### config.mk
export PLATFORM = sky130hd
export DESIGN_NAME = pee_ctrl
export DESIGN_NICKNAME = d
export VERILOG_FILES = /design/src/rtl/core/pee_pkg.sv /design/src/rtl/core/pee_ctrl.sv
export SDC_FILE = /design/constraint.sdc
export NUM_CORES = 1
export LEC_CHECK = 0
export CAP_MARGIN = 20
export CORE_MARGIN = 1.5
export CORE_UTILIZATION = 35
export DETAILED_ROUTE_END_ITERATION = 10
export DONT_BUFFER_PORTS = 1
export SYNTH_ARGS = -nofsm -noshare
export SYNTH_HDL_FRONTEND = slang
export SYNTH_SLANG_ARGS = --single-unit
### constraint.sdc
create_clock -name clk -period 3.05 [get_ports clk]
set_input_delay 0.61 -clock clk [delete_from_list [all_inputs] [get_ports clk]]
set_output_delay 0.61 -clock clk [all_outputs]
set_load 0.02 [all_outputs]
### src/rtl/core/pee_pkg.sv
// Shared types, constants and command/status structures for the postfix evaluator.
// Depends on nothing; used by the controller, the datapath and the top level.
package pee_pkg;

	localparam int unsigned DefStackDepth = 64;

	localparam logic [7:0] ChZero  = 8'h30;
	localparam logic [7:0] ChNine  = 8'h39;
	localparam logic [7:0] ChPlus  = 8'h2B;
	localparam logic [7:0] ChMinus = 8'h2D;
	localparam logic [7:0] ChMul   = 8'h2A;
	localparam logic [7:0] ChDiv   = 8'h2F;
	localparam logic [7:0] ChPow   = 8'h24;
	localparam logic [7:0] ChMod   = 8'h25;

	localparam logic [2:0] StOk      = 3'd0;
	localparam logic [2:0] StUnder   = 3'd1;
	localparam logic [2:0] StOver    = 3'd2;
	localparam logic [2:0] StZdiv    = 3'd3;
	localparam logic [2:0] StUnknown = 3'd4;

	typedef enum logic [2:0] {
		OP_ADD = 3'd0,
		OP_SUB = 3'd1,
		OP_MUL = 3'd2,
		OP_DIV = 3'd3,
		OP_MOD = 3'd4,
		OP_POW = 3'd5
	} op_t;

	// Controller to datapath.
	typedef struct packed {
		logic       rd_b;     // read top entry into b
		logic       rd_a;     // read entry below top into a
		logic       push_dig; // write digit at level and increment
		logic       start;    // start arithmetic on a, b
		logic       wr_res;   // write result at level-2, decrement
		logic       rd_top;   // read top entry for the result word
		logic       clr;      // empty the stack
		op_t        op;
		logic [3:0] digit;
	} cmd_t;

	// Datapath to controller.
	typedef struct packed {
		logic done;      // arithmetic finished
		logic b_zero;
		logic empty;
		logic full;
		logic lt2;
	} sts_t;

endpackage

### src/rtl/core/pee_ctrl.sv
// Controller state machine of the postfix evaluator: token decode, error
// tracking and output register. Depends on pee_pkg.
module pee_ctrl import pee_pkg::*; (
	input  logic        clk,
	input  logic        arst_n,
	input  logic        in_valid,
	output logic        in_ready,
	input  logic [7:0]  token,
	input  logic        last_token,
	output logic        out_valid,
	input  logic        out_ready,
	output logic [31:0] value,
	output logic [2:0]  status,
	output cmd_t        cmd,
	input  sts_t        sts,
	input  logic [31:0] rd_data
);
	typedef enum logic [7:0] {
		S_IDLE  = 8'b0000_0001,
		S_RDB   = 8'b0000_0010,
		S_RDA   = 8'b0000_0100,
		S_CHK   = 8'b0000_1000,
		S_EXEC  = 8'b0001_0000,
		S_FIN   = 8'b0010_0000,
		S_TOP   = 8'b0100_0000,
		S_EMIT  = 8'b1000_0000
	} state_t;

	state_t     state_q;
	logic [7:0] tok_q;
	logic       last_q;
	logic [2:0] err_q;
	logic [1:0] wait_q;
	logic       ov_q;
	logic [31:0] val_q;
	logic [2:0]  st_q;

	op_t op;
	logic is_op, is_dig;
	always_comb begin
		is_dig = (tok_q inside {[ChZero:ChNine]});
		is_op  = 1'b1;
		case (tok_q)
			ChPlus:  op = OP_ADD;
			ChMinus: op = OP_SUB;
			ChMul:   op = OP_MUL;
			ChDiv:   op = OP_DIV;
			ChMod:   op = OP_MOD;
			ChPow:   op = OP_POW;
			default: begin op = OP_ADD; is_op = 1'b0; end
		endcase
	end

	logic [3:0] digit;
	assign digit = 4'(tok_q - ChZero);

	always_comb begin
		cmd = '0;
		cmd.op = op;
		cmd.digit = digit;
		case (state_q)
			S_RDB:  cmd.rd_b = 1'b1;
			S_RDA:  cmd.rd_a = 1'b1;
			S_EXEC: cmd.start = (wait_q == 2'd0);
			S_FIN:  cmd.wr_res = sts.done;
			S_TOP:  cmd.rd_top = 1'b1;
			default: ;
		endcase
		// Decode on the cycle after capture (state S_RDB covers decode).
		if (state_q == S_RDB && err_q == StOk && is_dig && !sts.full)
			cmd.push_dig = 1'b1;
		if (state_q == S_EMIT && !ov_q) cmd.clr = 1'b1;
	end

	// A waiting result only holds a last token back, in S_EMIT.
	assign in_ready  = (state_q == S_IDLE);
	assign out_valid = ov_q;
	assign value     = val_q;
	assign status    = st_q;

	always_ff @(posedge clk or negedge arst_n) begin
		if (!arst_n) begin
			state_q <= S_IDLE;
			err_q   <= StOk;
			ov_q    <= 1'b0;
			wait_q  <= '0;
		end else begin
			if (ov_q && out_ready) ov_q <= 1'b0;
			case (state_q)
				S_IDLE: if (in_valid && in_ready) state_q <= S_RDB;
				S_RDB: begin
					if (err_q != StOk) state_q <= S_TOP;
					else if (is_dig) begin
						if (sts.full) err_q <= StOver;
						state_q <= S_TOP;
					end else if (!is_op) begin
						err_q <= StUnknown;
						state_q <= S_TOP;
					end else if (sts.lt2) begin
						err_q <= StUnder;
						state_q <= S_TOP;
					end else state_q <= S_RDA;
				end
				S_RDA: state_q <= S_CHK;
				S_CHK: begin
					// b is latched by now.
					if ((op == OP_DIV || op == OP_MOD) && sts.b_zero) begin
						err_q <= StZdiv;
						state_q <= S_TOP;
					end else begin
						wait_q  <= 2'd1;
						state_q <= S_EXEC;
					end
				end
				S_EXEC: begin
					// The wait_q count holds start back so a is latched before start.
					if (wait_q != 2'd0) wait_q <= wait_q - 2'd1;
					else state_q <= S_FIN;
				end
				S_FIN: if (sts.done) state_q <= S_TOP;
				S_TOP: state_q <= last_q ? S_EMIT : S_IDLE;
				S_EMIT: begin
					if (!ov_q) begin
						err_q   <= StOk;
						ov_q    <= 1'b1;
						state_q <= S_IDLE;
					end
				end
				default: state_q <= S_IDLE;
			endcase
		end
	end

	always_ff @(posedge clk) begin
		if (in_valid && in_ready) begin
			tok_q  <= token;
			last_q <= last_token;
		end
		if (state_q == S_EMIT && !ov_q) begin
			if (err_q != StOk) begin
				st_q <= err_q; val_q <= '0;
			end else if (sts.empty) begin
				st_q <= StUnder; val_q <= '0;
			end else begin
				st_q <= StOk; val_q <= rd_data;
			end
		end
	end

`ifndef ASSERT_OFF
	a_no_accept_busy: assert property (@(posedge clk) disable iff (!arst_n)
		(state_q != S_IDLE) |-> !in_ready) else $error("accept while busy");
	a_emit_needs_last: assert property (@(posedge clk) disable iff (!arst_n)
		$rose(ov_q) |-> $past(last_q)) else $error("result without last");
	a_no_push_on_err: assert property (@(posedge clk) disable iff (!arst_n)
		cmd.push_dig |-> (err_q == StOk)) else $error("push during error");
`endif

endmodule

# After elaboration in Yosys (flattened, before gate mapping)
# Cells that the tools add are included.
[totals]
elab_cells = 96
out_inout_bits = 51
inputBits = 50
regBits = 58
[op_classes]
n_eq_ne = 26
n_reduce_logical = 22
muxes = 36
add_sub_neg = 2
n_lt_le_gt_ge = 2
[ops]
columns = ["operator", "n"]
rows = [
  ["$pmux 8 s8", 1],
  ["$eq 8x6->1 const B", 7],
  ["$mux 8", 5],
  ["$mux 7", 5],
  ["$mux 3", 8],
  ["$pmux 3 s5", 1],
  ["$ne 2x2->1 const B", 7],
  ["$mux 1", 12],
  ["$pmux 3 s3", 1],
  ["$eq 8x1->1 const B", 1],
  ["$eq 8x2->1 const B", 1],
  ["$eq 8x3->1 const B", 1],
  ["$eq 8x4->1 const B", 1],
  ["$eq 8x5->1 const B", 1],
  ["$eq 8x7->1 const B", 1],
  ["$eq 8x8->1 const B", 1],
  ["$ge 8x6->1 const B", 1],
  ["$le 8x6->1 const B", 1],
  ["$logic_and 1x1->1", 8],
  ["$reduce_and 6->1", 1],
  ["$reduce_bool 3->1", 2],
  ["$reduce_or 6->1", 1],
  ["$mux 2", 2],
  ["$ne 4x4->1 const B", 1],
  ["15 further kinds", 17],
]

# Longest topological paths before layout
# Gate-level depths: netlist of run 1.
[logic_depth]
depth_word = 7
ltp_mapped = 7
mapped_depth_nobuf = 7

# Worst setup path after synthesis of run 1
# Ideal clock, no wire load.
[synth_timing]
path_type = "register to output"
start = "register state_q[4]"
end = "output port cmd[7] (netlist name)"
required_ps = 2440
setup_slack_ps = -379
path_buffers = 0
stages_incl_launch_ff = 4
arrival_ps = 2819
path_cell_list = "dfrtp_1 -> nor4_2 -> nand2_1 -> nor2_1"
[synth_rtl]
columns = ["item", "line_no", "source"]
rows = [
  ["start: declaration", "pee_ctrl.sv:29", "state_t state_q;"],
  ["start signal: assignment", "pee_ctrl.sv:121", "S_TOP: state_q <= last_q ? S_EMIT : S_IDLE;"],
  ["end: declaration", "pee_ctrl.sv:14", "output cmd_t cmd,"],
]

==> results of run 1 <==
## metrics by stage
stage	hold WS (ns)	instance area (µm²)	instances	utilization, %
after floorplan	0.314	2590	200	-
after global placement	0.315	2710	294	37.5
after detailed placement	0.315	2710	294	37.5
after CTS	0.103	2920	311	40.5
after global routing	0.0957	2920	311	40.5
final	0.123	2920	311	40.5
## cells by family after synthesis
logic type      share of synthesized area, %
xor+xnor                               0.338
fa+ha+maj                              0.483
simple gates                            23.0
flops                                   64.5
mux                                    0.386
compound gates                          7.67
buf+inv                                 3.62
## layout make-up
class,count,area (µm²)
Clock buffer,10,128
Clock inverter,6,81.3
Fill cell,713,4290
Inverter,12,45.0
Multi-Input combinational cell,121,833
Sequential cell,58,1670
Tap cell,99,124
Timing Repair Buffer,5,40.0
## synthesized netlist by cell type (3+ instances only)
library cell	count	share of area, %
o21ai_0	4	0.77
and4b_1	3	1.2
and3_1	3	0.72
clkbuf_1	5	0.72
nand2_1	16	2.3
buf_4	4	1.2
nor4b_1	4	1.4
and2_1	32	7.7
dfrtp_1	13	13
nand2b_1	3	0.72
a21oi_1	3	0.58
nor3_1	4	0.77
edfxtp_1	44	51
inv_1	12	1.7
nor2_1	12	1.7
## critical path: stages (launching register included)
cell and delay (ns):
dfrtp_1 0.45, nor4_4 0.47, nand2_1 0.19, or3_1 0.40, inv_1 0.16
## power by group
group	internal (W)	switching (W)
clock	0.000454	0.000300
combinational	0.000114	0.000201
sequential	0.000946	0.0000894
total	0.00151	0.000590
## registers in the layout (all words and copies together) (netlist names)
register,count
value,32
state_q,8
tok_q,8
err_q,3
status,3
wait_q,2
last_q,1
out_valid,1
## routing by layer
metal	up-vias	wire length [µm]
met5	-	0
met4	0	78
met3	8	306
met2	52	2640
met1	712	2190
li1	739	-
## final timing paths
kind                       cells after the start                       to
setup / recovery                               4                  cmd[10]
hold / removal                                 0   state_q[0]$_DFFE_PN1P_
setup reg to reg                               4  value[23]$_SDFFCE_PP0P_
hold reg to reg                                1    wait_q[1]$_DFFE_PN0P_
max in group asynchronous                      1     err_q[2]$_DFFE_PN0P_
min in group clk                               1   state_q[0]$_DFFE_PN1P_
==> flow_summary_export.csv, run 1 <==
group,metric,value,unit
yosys,synth_cells,200,
clocking,cts_max_path_buffers,2,
worst_setup_path,arrival,1.99,ns
floorplanning,num_io_pins,101,
timing,rsz0062_at_grt,"no",
detailed_routing,via_count,1511,
detailed_routing,drt-vias-per-instance,4.86,
grt,grt_remaining_overflow,0,
final_layout,final_cell_mix,"edfxtp_1, and2_1, nand2_1, dfrtp_1, inv_1",
yosys,synthDistinctLibCells,46,
worst_setup_path,r2r_setup_slack,0.84,ns
grt,grt_use_met2,19.8,%
grt,grt_pass1_vias,1441,
clocking,clkSlewWorstSetupHoldPaths,0.06,ns
status,status,"complete, no violations",
detailed_routing,firstDrtPassIters,4,
clocking,htreeDepth,3,
yosys,async_reset_ff_share,24.1,%
floorplanning,die_h,89.1,µm
grt,use_met1,16.6,%
worst_setup_path,r2r_start,"state_q[4]$_DFFE_PN0P_",
yosys,syn_nets,251,
final_layout,area_growth,12.8,%
worst_setup_path,crit_start,"state_q[3]$_DFFE_PN0P_",
timing,fmax,0.385,GHz
grt,top_usage_layer,"met2",
yosys,synth_area_per_cell,13.0,µm²
floorplanning,rows,31,
clocking,clock_sinks,58,
hold_path,hold_class,"input port to async pin",
timing,worst_slew_pin_slew,0.642,ns
grt,grt_pass1_wl,7540,µm
floorplanning,design.core.area,7210,µm²
timing,tns,0,ns
detailed_routing,drt_iter0_drc,128,
yosys,netlist_area,2590,µm²
detailed_routing,routed_wl,5220,µm
pwr,leakagePower,1.09,nW
timing,layout_min_cycle_time,2.60,ns
place,portBuffers,0,
clocking,post_cts_buffers,0,
timing,clock_skew,0.0116,ns
final_layout,antenna_cells,0,
place,gp_congestion,0.858,
grt,antenna_found_initial,0,
place,post-place-ws,0.768,ns
timing,setup_ws,0.454,ns
grt,track_usage,13.2,%
floorplanning,die_w,89.1,µm
floorplanning,start_util,35.9,%
grt,grt_max_degree,33,
yosys,synthFlopType,"edfxtp_1",
clocking,ctsHoldBuffers,1,
worst_setup_path,crit_path_end_kind,"output port",
timing,finalSetupViolCount,0,
timing,maxSlewViolCount,0,
pwr,power.total,0.00210,W
final_layout,mostFrequentLayoutCell,"edfxtp_1",
yosys,ys_seq_elements,58,
floorplanning,die_area,7930,µm²
worst_setup_path,start_kind,"flop",
detailed_routing,detail_route.wl_per_cell,16.8,µm
worst_setup_path,crit_path_max_fanout,8,
clocking,clock_latency,0.33,ns
clocking,cts_tree,"done",
timing,maxSlewHeadroom,56.9,%
timing,fin_crit_sh,85.1,%
clocking,clock-root-buffer,"clkbuf_8",
yosys,synth_edf_count,44,
final_layout,fin_nets,258,
worst_setup_path,critPathKind,"flop to output port",
place,dp_hpwl,3830,µm
yosys,yosysSeqAreaShare,64.5,%
flow_run,cap_violations,0,
worst_setup_path,worst_ep_required_time,2.44,ns
detailed_routing,drtAntennaViolNets,0,
pwr,power_density,720,nW/µm²
timing,finalHoldViolCount,0,
clocking,cts_made_buffers,9,
detailed_routing,route.detailed.drc,0,
yosys,yosysWarnings,0,
final_layout,drive_above_1_share,14.2,%
grt,met3_usage,4.80,%
pwr,vdd_drop_max,343,µV
clocking,cts_repair_resize_count,0,
Power figures use the tool's default switching activity.
==> run 2: changes to the inputs <==
Settings changed: PLACE_DENSITY from default to 0.47.
==> run 2 against run 1 <==
Compared with the run above:
- cell area down 1.9%
- clock skew shrank 0.0047 ns
- register-to-register slack worse by 0.24 ns
- non-clock buffer count is 1 lower
- combinational power grew 1%
- global-route usage down 0.61 points
- sequential power about the same
- setup slack lost 0.088 ns
- via count rose by 3.0%
==> flow_summary_export.csv, run 2 (synthesis results as in run 1) <==
group,metric,value,unit
status,status,"complete, no violations",
detailed_routing,routed_wl,4940,µm
floorplanning,design.core.area,7210,µm²
clocking,ctsHoldBuffers,1,
timing,finalSetupViolCount,0,
detailed_routing,via_count,1556,
timing,maxSlewViolCount,0,
hold_path,hold_class,"input port to async pin",
place,gp_congestion,0.939,
final_layout,fill_cells,705,
pwr,clock_power_share,30.1,%
clocking,htreeDepth,3,
pwr,p_int,0.00138,W
pwr,p_seq_share,53.4,%
worst_setup_path,start_kind,"flop",
detailed_routing,route.detailed.drc,0,
detailed_routing,drt-vias-per-instance,5.02,
pwr,vdd_drop_max,266,µV
floorplanning,rows,31,
grt,grt_pass1_vias,1463,
place,dpl.cell_count,293,
timing,finalHoldViolCount,0,
clocking,cts_repair_resize_count,0,
pwr,leakagePower,1.06,nW
final_layout,final_cell_mix,"edfxtp_1, and2_1, nand2_1, dfrtp_1, inv_1",
pwr,swShare,29.0,%
grt,grt_max_degree,21,
clocking,clock_latency,0.33,ns
grt,antenna_found_initial,0,
final_layout,antenna_cells,0,
grt,track_usage,12.6,%
timing,fmax,0.373,GHz
worst_setup_path,arrival,2.07,ns
worst_setup_path,crit_path_end_kind,"output port",
final_layout,fin_nets,257,
grt,grt_pass1_wl,7180,µm
clocking,clock-root-buffer,"clkbuf_8",
final_layout,largest_register_ffs,32,
floorplanning,num_io_pins,101,
pwr,power_frac_comb,16.5,%
detailed_routing,drt_iter0_drc,107,
clocking,clkSlewWorstSetupHoldPaths,0.06,ns
place,dp_hpwl,3740,µm
place,post-place-ws,0.559,ns
clocking,cts_made_buffers,9,
final_layout,drive_above_1_share,11.8,%
timing,rsz0062_at_grt,"no",
final_layout,utilization,39.8,%
floorplanning,die_w,89.1,µm
detailed_routing,drtAntennaViolNets,0,
floorplanning,start_util,35.9,%
final_layout,mostFrequentLayoutCell,"edfxtp_1",
clocking,cts_max_path_buffers,2,
pwr,power_density,676,nW/µm²
clocking,clock_sinks,58,
detailed_routing,detail_route.wl_per_cell,15.9,µm
timing,tns,0,ns
final_layout,fin_cells,310,
worst_setup_path,critPathKind,"flop to output port",
timing,clock_skew,0.00687,ns
timing,worst_slew_pin_slew,0.639,ns
worst_setup_path,crit_path_max_fanout,18,
floorplanning,die_area,7930,µm²
place,portBuffers,0,
timing,maxSlewHeadroom,57.3,%
grt,grt_remaining_overflow,0,
floorplanning,die_h,89.1,µm
final_layout,area_growth,10.6,%
pwr,power_switching,0.000563,W
timing,fin_crit_sh,88.0,%
timing,setup_ws,0.366,ns
clocking,post_cts_buffers,0,
clocking,cts_tree,"done",
detailed_routing,firstDrtPassIters,4,
flow_run,cap_violations,0,
timing,layout_min_cycle_time,2.68,ns
worst_setup_path,worst_ep_required_time,2.44,ns
-- run 2: final cells by class --
type	count	area [µm²]	share of cell area (%)
Clock buffer	15	156	5.45
Sequential cell	58	1670	58.3
Timing Repair Buffer	4	32.5	1.13
Tap cell	99	124	4.32
Clock inverter	1	3.75	0.131
Inverter	12	45.0	1.57
Multi-Input combinational cell	121	833	29.1
-- run 2: final timing paths --
check | to | startpoint | slack, ns | cells after the start
setup reg to reg | value[14]$_SDFFCE_PP0P_ | state_q[4]$_DFFE_PN0P_ | 0.60 | 4
min in group clk | state_q[2]$_DFFE_PN0P_ | sts[0] | 0.36 | 1
max in group asynchronous | state_q[4]$_DFFE_PN0P_ | arst_n | 1.89 | 1
setup / recovery | cmd[7] | state_q[4]$_DFFE_PN0P_ | 0.37 | 3
hold / removal | state_q[0]$_DFFE_PN1P_ | arst_n | 0.13 | 0
hold reg to reg | status[2]$_SDFFCE_PN0P_ | err_q[2]$_DFFE_PN0P_ | 0.48 | 0
-- run 2: through the flow --
| step | area [µm²] | total power [W] | hold slack [ns] |
|---|---|---|---|
| finish | 2870 | 0.00194 | 0.127 |
| global route | 2870 | 0.00203 | 0.102 |
| CTS | 2870 | 0.00197 | 0.103 |
| detailed placement | 2700 | 0.00137 | 0.315 |
| global placement | 2700 | 0.00135 | 0.315 |
| floorplan | 2590 | 0.00131 | 0.314 |
-- run 2: power by group through the flow --
| stage | clock network (W) | registers, W | logic [W] |
|---|---|---|---|
| final | 0.000585 | 0.00104 | 0.000319 |
| after global routing | 0.000634 | 0.00104 | 0.000356 |
| after CTS | 0.000607 | 0.00104 | 0.000324 |
| after detailed placement | 0 | 0.00105 | 0.000318 |
| after global placement | 0 | 0.00105 | 0.000307 |
| after floorplan | 0 | 0.00102 | 0.000290 |
-- run 2: per-layer routing --
layer	routed length [µm]	track usage (%)
met4	89	5.45
met3	506	8.03
met5	0	0
met2	2450	20.3
met1	1890	13.0
-- run 2: critical path: stages (launching register included) --
cell	delay, ns
dfrtp_1	0.45
nor4_2	0.51
nand2_1	0.28
nor2_4	0.51
==> run 3: changes to the inputs <==
Settings changed: CORE_MARGIN 1.5 to 8.
==> run 3 against run 2 <==
Compared with the run above:
- register-to-register slack improved by 0.13 ns
- non-clock buffer count is 1 higher
- critical path type unchanged
- total power grew 10%
- critical path depth grew 1
- setup slack improved by 0.037 ns
- sequential share of layout area down 1.4 points
- first-iteration DRC count is 35% lower
- clock skew grew 0.00061 ns
- global-route usage decreased by 1.7 points
==> flow_summary_export.csv, run 3 (synthesis results as in run 1) <==
group,metric,value,unit
status,status,"complete, no violations",
floorplanning,die_h,102,µm
grt,grt_pass1_vias,1555,
grt,grt_max_degree,33,
detailed_routing,drtAntennaViolNets,0,
final_layout,design_area,2940,µm²
floorplanning,design.core.area,7210,µm²
clocking,clkSlewWorstSetupHoldPaths,0.07,ns
detailed_routing,drt_iter0_drc,70,
place,dp_hpwl,4380,µm
place,portBuffers,0,
timing,clock_skew,0.00748,ns
worst_setup_path,r2r_setup_slack,0.73,ns
detailed_routing,route.detailed.drc,0,
timing,worst_slew_pin_slew,0.626,ns
timing,tns,0,ns
timing,layout_min_cycle_time,2.65,ns
clocking,clock-root-buffer,"clkbuf_8",
grt,grt_remaining_overflow,0,
pwr,vdd_drop_max,304,µV
detailed_routing,drt-vias-per-instance,4.88,
timing,fin_crit_sh,86.8,%
clocking,cts_max_path_buffers,2,
timing,finalHoldViolCount,0,
flow_run,cap_violations,0,
clocking,cts_made_buffers,9,
floorplanning,rows,31,
clocking,clock_sinks,58,
clocking,cts_repair_resize_count,0,
timing,rsz0062_at_grt,"no",
pwr,leakagePower,1.09,nW
worst_setup_path,worst_ep_required_time,2.44,ns
detailed_routing,routed_wl,5590,µm
timing,finalSetupViolCount,0,
timing,maxSlewViolCount,0,
final_layout,fill_cells,697,
place,placed_area,2710,µm²
worst_setup_path,r2r_start,"state_q[4]$_DFFE_PN0P_",
final_layout,largest_register_ffs,32,
floorplanning,die_w,102,µm
detailed_routing,via_count,1517,
place,gp_congestion,0.847,
final_layout,antenna_cells,0,
clocking,clock_latency,0.33,ns
worst_setup_path,worstReg2RegEnd,"value[29]$_SDFFCE_PP0P_",
floorplanning,die_area,10400,µm²
final_layout,drive_above_1_share,15.1,%
worst_setup_path,critPathKind,"flop to output port",
final_layout,final_cell_mix,"edfxtp_1, and2_1, nand2_1, dfrtp_1, inv_1",
grt,track_usage,10.8,%
worst_setup_path,ff2ff_path_depth,4,
timing,fmax,0.378,GHz
clocking,htreeDepth,3,
final_layout,fin_nets,258,
grt,grt_pass1_wl,8270,µm
final_layout,mostFrequentLayoutCell,"edfxtp_1",
hold_path,hold_class,"input port to async pin",
grt,antenna_found_initial,0,
detailed_routing,firstDrtPassIters,4,
clocking,cts_tree,"done",
floorplanning,start_util,35.9,%
worst_setup_path,arrival,2.04,ns
worst_setup_path,crit_path_end_kind,"output port",
timing,maxSlewHeadroom,57.9,%
worst_setup_path,start_kind,"flop",
detailed_routing,detail_route.wl_per_cell,18.0,µm
worst_setup_path,crit_path_max_fanout,8,
floorplanning,num_io_pins,101,
final_layout,area_growth,13.4,%
pwr,power_density,727,nW/µm²
[run 3: cell count changes in the layout (fill, tap and decap cells not counted), sizes merged]
cell      delta
buf          +1
bufinv       +2
clkbuf       -6
clkinvlp     +2
inv          +2
[run 3: stage by stage]
stage          std cells  hold slack, ns  utilization [%]  power, W  setup slack [ns]
2_1_floorplan        200           0.314                -   0.00131             0.284
3_5_place_dp         294           0.315             37.5   0.00137             0.706
6_report             311           0.119             40.8   0.00214             0.403
5_1_grt              311          0.0880             40.8   0.00225             0.204
4_1_cts              311          0.0978             40.8   0.00217             0.389
3_3_place_gp         294           0.315             37.5   0.00136             0.776
[run 3: critical path: stages (launching register included)]
cell	delay, ns
dfrtp_1	0.45
nor4_4	0.48
nand2_1	0.20
or3_1	0.40
inv_1	0.17
[run 3: layout make-up]
type                       count  area (µm²)  area share, %
multi-input combinational    121         833           28.3
timing repair buffer           5        40.0           1.36
clock inverter                 7         101           3.45
clock buffer                   9         124           4.21
inverter                      12        45.0           1.53
sequential                    58        1670           56.9
tap                           99         124           4.21
[run 3: per-layer routing]
metal | wire, µm | vias to the layer above | GRT usage [%] | part of all wire [%]
met5 | 0 | - | 0 | 0
met4 | 71 | 0 | 6.09 | 1.3
met3 | 485 | 7 | 5.11 | 8.7
met2 | 2760 | 67 | 16.7 | 49
met1 | 2270 | 705 | 12.1 | 41
li1 | - | 738 | - | -
[run 3: power breakdown]
group	switching (W)	internal (W)	total, W
Sequential	0.0000889	0.000945	0.00103
Clock	0.000319	0.000466	0.000785
Combinational	0.000205	0.000114	0.000319
[run 3: how the worst max path moves through the flow]
stage                                start                       to  slack [ns]  depth (start not counted)
global placement    state_q[3]$_DFFE_PN0P_                  cmd[10]        0.78                          4
global route        state_q[3]$_DFFE_PN0P_                  cmd[10]        0.20                          4
finish              state_q[3]$_DFFE_PN0P_                  cmd[10]        0.40                          4
detailed placement  state_q[4]$_DFFE_PN0P_  value[30]$_SDFFCE_PP0P_        0.71                          4
CTS                 state_q[3]$_DFFE_PN0P_                  cmd[10]        0.39                          4
floorplan           state_q[4]$_DFFE_PN0P_                   cmd[7]        0.28                          3
[run 3: what timing repair did]
item / in CTS / in global routing
buffers inserted: 0 / 0
hold buffers: 1 / 0
hold endpoints to repair: 13 / 0
endpoints found under the setup margin: 0 / 0
